### src/hdl/assert_macros.svh
// Assertion macros included by the store core.
`ifndef ASSERT_MACROS_SVH
`define ASSERT_MACROS_SVH
// Assert that a condition implies a consequence on the same clock edge.
`define ASSERT_IMPLY(label, clk, rst_n, ante, cons, msg) \
	label: assert property (@(posedge clk) disable iff (!rst_n) (ante) |-> (cons)) \
		else $error(msg);
// Assert that a condition implies a consequence in the following cycle.
`define ASSERT_NEXT(label, clk, rst_n, ante, cons, msg) \
	label: assert property (@(posedge clk) disable iff (!rst_n) (ante) |=> (cons)) \
		else $error(msg);
`endif

### src/hdl/bcss_ram.sv
// Generic single-port-write, single-port-read RAM with registered read.
module bcss_ram #(
	parameter int Width = 8,
	parameter int Depth = 64
) (
	input logic clk,
	input logic we,
	input logic [$clog2(Depth)-1:0] waddr,
	input logic [Width-1:0] wdata,
	input logic [$clog2(Depth)-1:0] raddr,
	output logic [Width-1:0] rdata
);
	logic [Width-1:0] mem [Depth];

	always_ff @(posedge clk) begin
		if (we) begin
			mem[waddr] <= wdata;
		end
		rdata <= mem[raddr];
	end
endmodule
### config.mk
export PLATFORM = sky130hd
export DESIGN_NAME = bcss_ram
export DESIGN_NICKNAME = d
export VERILOG_FILES = /design/src/hdl/assert_macros.svh /design/src/hdl/bcss_ram.sv
export SDC_FILE = /design/constraint.sdc
export NUM_CORES = 1
export LEC_CHECK = 0
export ABC_AREA = 0
export BUFFER_PORTS_ARGS = -buffer_cell sky130_fd_sc_hd__buf_2
export CAP_MARGIN = 20
export CELL_PAD_IN_SITES_DETAIL_PLACEMENT = 1
export CELL_PAD_IN_SITES_GLOBAL_PLACEMENT = 1
export CORE_MARGIN = 1
export CORE_UTILIZATION = 60
export DETAILED_ROUTE_END_ITERATION = 16
export PLACE_DENSITY = 0.87
export SLEW_MARGIN = 20
export SYNTH_ARGS = -nofsm -noshare
export SYNTH_HDL_FRONTEND = slang
export SYNTH_SLANG_ARGS = --single-unit
### constraint.sdc
create_clock -name clk -period 4 [get_ports clk]
set_clock_uncertainty 0.2 [all_clocks]
set_input_delay 0.4 -clock clk [delete_from_list [all_inputs] [get_ports clk]]
set_output_delay 0.4 -clock clk [all_outputs]
set_load 0.02 [all_outputs]
# [Word level (Yosys, flattened, before mapping)]
# Memories as Yosys holds them, arrays and structs flattened. A register that Yosys moved wholly into a read port is not among the register bits.
# Cells that the tools add are included.
[totals] regBits=0 latchBits=0 ram_bits=512 mem_bits_ro=0 input_bits=22 out_inout_bits=8 word_cells=3 memories=1
[classes] addsub=0 n_mul=0 n_div=0 n_lt_le_gt_ge=0 n_eq_ne=0 n_shift=0 muxes=2 bitwise=0 n_reduce_logical=0
[mem_list] memory="mem" depth=64 width=8 read_ports=1 rd_clocked_by_memory_dff=1 write_ports=1 line_no="bcss_ram.sv:13" rtl="logic [Width-1:0] mem [Depth];"
[ops] cell="$mux W1" count=2

# [Depth between registers and ports, before layout]
[logic_depth] depth_word=2 depth_mapped=9 ltp_nobuf=5

# [Worst setup path after synthesis]
# Ideal clock, no wire load.
[synth_timing] kind="input -> register" from="input port raddr[1]" to="register rdata[3] (read register of mem)" arrival_time_ns=1.940 required_time_ns=3.672 path_slack_ns=1.732 cell_stages=7 n_path_buf=3 path_cell_list="buf_4 buf_2 buf_2 mux4_2 mux4_2 o21ai_1 o41ai_1"
[synth_rtl] item="from (decl)" line_no="bcss_ram.sv:10" rtl="input logic [$clog2(Depth)-1:0] raddr,"
[synth_rtl] item="to (decl)" line_no="bcss_ram.sv:11" rtl="output logic [Width-1:0] rdata"

==> impl_metrics.toml <==
[die]
initial_core_util_pct = 61.5
count_of_boundary_i_o_pins = 30
num_rows = 66
fp.coreArea_um2 = 32800
die_x_um = 185
die_h_um = 185
floorplan.die_area_um2 = 34300

[timing]
post-route-min-period_ns = 2.81
finalMaxSlewViolations = 0
final.setup.worst_slack_ns = 1.19
endpoints_failing_setup = 0
finalHoldViolCount = 0
crit_share_post_route_pct = 70.2
tns_ns = 0
timing.fmax_mhz = 356
rsz0062_at_grt = "no"
max-slew-margin-rel_pct = 23.2
timing_worst_slew_pin_value_ns = 1.15

[routing]
wl_per_cell_um = 36.3
count_of_routing_violations_after_the_opening_detailed_route_iteration = 1524
route.vias.total = 10421
drt.antenna.violating_nets = 0
avgViaCountPerCell = 7.10
firstDrtPassIters = 5
drt_wl_total_um = 53300
drt_drc_violations_left = 0

[finish]
final_layout_size_suffix_gt1_share_pct = 25.7
syn2layout_area_growth_pct = 11.2
instances_no_fill = 1468
insertedDiodeCount = 0
finish.utilization_pct = 68.4
design.final.nets = 1007

[worst_setup_path]
setup.worst_path.end_class = "register"
cpMaxStageDelayCell = "sky130_fd_sc_hd__a2111oi_1"
path_max_fanout = 35
critical_path.cell_chain = "buf_4 -> buf_4 -> mux4_2 -> nor2b_1 -> a2111oi_1 -> o41ai_1"
timing.setup.critical_path_class = "input port to register"
critical-path-max-stage-delay_ns = 0.93
worst_ep_arrival_time_ns = 3.02
critical-path-top-cell-by-count = "sky130_fd_sc_hd__buf_4"
worstRegToRegCells = 4
worstSetupPathDepth = 6
cell_type_group_with_the_largest_total_delay_on_the_critical_path = "compound AO/OA/AOI/OAI gates"
cp-start-kind = "input port"
worst-endpoint-required_ns = 4.21
worstPathBufferInverterCount = 2

[hold_path]
hold_class = "input port to register"
hold-path-cell-count = 3

[power]
fin_total_pwr_mw = 11.6
power-per-cell-area_nw_per_um2 = 515
vdd.ir_drop.worst_mv = 0.314
power.leakage_nw = 7.01

[grt]
grt_antenna_before_repair = 3
groute.usage.overall_pct = 32.8
grt_start_max_net_pins = 65
grt_remaining_overflow = 0
grt_pass1_wl_um = 77800
first_global_vias = 10846

[synth]
ys_warn_count = 0
post_synth_num_cell_types = 40
register_area_share_after_synthesis_pct = 77.0
synth_area_per_cell_um2 = 21.5
syn-cell-area_um2 = 20200
synth-seq-cells = 520
synth.net_count = 962
postSynthCellCount = 940

[clock_tree]
cts_hold_repair.buffers = 0
cts-htree-levels = 2
clkTransAtPathRegs_ns = 0.07
clock_insertion_delay_worst_skew_ns = 0.58
cts_resized = 0
clock_tree.root_cell = "sky130_fd_sc_hd__clkbuf_16"
cts_tree = "built"
clock_sinks = 520
cts.path.max_buffers = 3
clock_buffer_count_from_cts = 50
setup_repair_bufs_after_cts = 0

[place]
port_buffers = 29
detailedPlacementHpwl_um = 29400
post_place_worst_slack_ns = 0.795
routability_congestion = 0.809
placed_cells_incl_taps = 1375

[flow_run]
cap_violations = 0

[outcome]
status = "finished clean"
[cell type report]
cell class / count / area [um^2]
clock buffers: 66 / 1440
well taps: 442 / 553
fillers: 2555 / 10400
multi-input cells: 369 / 4320
clock inverters: 27 / 251
repair buffers: 44 / 339
flip-flops and latches: 520 / 15500
[cell usage in the layout (no fill, tap or decap), types with 4 or more instances in the layout]
| cell type | instances |
|---|---|
| sky130_fd_sc_hd__bufinv_16 | 5 |
| sky130_fd_sc_hd__nor2_1 | 83 |
| sky130_fd_sc_hd__nand3_1 | 13 |
| sky130_fd_sc_hd__clkinv_1 | 7 |
| sky130_fd_sc_hd__nor3_1 | 7 |
| sky130_fd_sc_hd__mux4_2 | 126 |
| sky130_fd_sc_hd__a211oi_1 | 4 |
| sky130_fd_sc_hd__a221oi_1 | 6 |
| sky130_fd_sc_hd__clkinv_2 | 15 |
| sky130_fd_sc_hd__nand2b_1 | 7 |
| sky130_fd_sc_hd__buf_4 | 20 |
| sky130_fd_sc_hd__buf_12 | 4 |
| sky130_fd_sc_hd__dfxtp_1 | 8 |
| sky130_fd_sc_hd__o22ai_1 | 8 |
| sky130_fd_sc_hd__clkbuf_1 | 7 |
| sky130_fd_sc_hd__clkbuf_8 | 7 |
| sky130_fd_sc_hd__o221ai_1 | 8 |
| sky130_fd_sc_hd__mux2_2 | 13 |
| sky130_fd_sc_hd__edfxtp_1 | 512 |
| sky130_fd_sc_hd__nor2b_1 | 14 |
| sky130_fd_sc_hd__nand2_1 | 19 |
| sky130_fd_sc_hd__clkbuf_16 | 53 |
| sky130_fd_sc_hd__mux2i_1 | 23 |
| sky130_fd_sc_hd__buf_2 | 19 |
[state kept, by name, summed over array words and instances, names as in the netlist]
signal / cells
rdata: 8
mem: 512
[Yosys cell counts]
| cell type | count | area [um^2] |
|---|---|---|
| sky130_fd_sc_hd__a22oi_1 | 3 | 22.5 |
| sky130_fd_sc_hd__a211oi_1 | 4 | 30.0 |
| sky130_fd_sc_hd__nand2b_1 | 7 | 43.8 |
| sky130_fd_sc_hd__a21oi_1 | 3 | 15.0 |
| sky130_fd_sc_hd__nor4_1 | 2 | 12.5 |
| sky130_fd_sc_hd__and2_1 | 1 | 6.26 |
| sky130_fd_sc_hd__a31oi_1 | 1 | 6.26 |
| sky130_fd_sc_hd__o221a_2 | 2 | 22.5 |
| sky130_fd_sc_hd__nand4_1 | 2 | 12.5 |
| sky130_fd_sc_hd__buf_4 | 13 | 97.6 |
| sky130_fd_sc_hd__o41ai_1 | 2 | 17.5 |
| sky130_fd_sc_hd__o32ai_1 | 2 | 17.5 |
| sky130_fd_sc_hd__o21ai_0 | 2 | 10.0 |
| sky130_fd_sc_hd__dfxtp_1 | 8 | 160 |
| sky130_fd_sc_hd__o2111ai_1 | 3 | 26.3 |
| sky130_fd_sc_hd__o21a_1 | 2 | 15.0 |
| sky130_fd_sc_hd__o221ai_1 | 8 | 70.1 |
| sky130_fd_sc_hd__nand4b_1 | 1 | 8.76 |
| sky130_fd_sc_hd__nor3_1 | 7 | 35.0 |
| sky130_fd_sc_hd__or3_1 | 1 | 6.26 |
| sky130_fd_sc_hd__nand3_1 | 13 | 65.1 |
| sky130_fd_sc_hd__o311ai_1 | 1 | 8.76 |
| sky130_fd_sc_hd__mux2_2 | 13 | 146 |
| sky130_fd_sc_hd__o2bb2ai_1 | 3 | 26.3 |
| sky130_fd_sc_hd__buf_1 | 4 | 15.0 |
| sky130_fd_sc_hd__o22ai_1 | 8 | 50.1 |
| sky130_fd_sc_hd__a221oi_1 | 6 | 52.6 |
| sky130_fd_sc_hd__a2111oi_0 | 2 | 17.5 |
| sky130_fd_sc_hd__nor2b_1 | 14 | 87.6 |
| sky130_fd_sc_hd__o21ai_1 | 2 | 10.0 |
| sky130_fd_sc_hd__nand2_1 | 19 | 71.3 |
| sky130_fd_sc_hd__nor2_1 | 83 | 312 |
| sky130_fd_sc_hd__buf_6 | 4 | 45.0 |
| sky130_fd_sc_hd__buf_12 | 2 | 40.0 |
| sky130_fd_sc_hd__buf_2 | 11 | 55.1 |
| sky130_fd_sc_hd__mux2i_1 | 23 | 230 |
| sky130_fd_sc_hd__mux4_2 | 126 | 2840 |
| sky130_fd_sc_hd__nand3b_1 | 3 | 22.5 |
| sky130_fd_sc_hd__clkbuf_1 | 17 | 63.8 |
| sky130_fd_sc_hd__edfxtp_1 | 512 | 15400 |
[tightest hold or removal path, stage by stage]
cell and delay [ns]:
sky130_fd_sc_hd__buf_2 0.23, sky130_fd_sc_hd__nand2_1 0.11, sky130_fd_sc_hd__o2bb2ai_1 0.07
[through the flow]
stage          hold slack, ns  cell area (um^2)
3_3_place_gp            0.586             20700
2_1_floorplan           0.299             20200
4_1_cts                0.0522             22400
6_report               0.0884             22400
5_1_grt                0.0885             22400
3_5_place_dp            0.629             20700
[report_power, final]
part	total (mW)	internal, mW	switching, mW
Sequential	6.05	6.03	0.0196
Combinational	0.593	0.208	0.386
Clock	4.92	2.84	2.08
[kinds of logic after synthesis]
family,synth area share (%)
compound gates,2.07
flops,77.0
simple gates,3.39
buf+inv,1.57
mux,15.9
[final timing paths]
check	startpoint	end	slack (ns)
setup / recovery	raddr[1]	rdata[3]	1.19
setup reg to reg	mem[1][3]	rdata[3]	1.53
hold / removal	raddr[5]	rdata[0]	0.09
hold reg to reg	mem[34][1]	rdata[1]	0.60
[per-layer routing]
metal  track usage [%]  wire length, um
met1              45.7            20100
met2              53.0            26500
met3              5.80             4910
met4              11.3             1710
met5                 0               36
(Power assumes the default switching activity.)
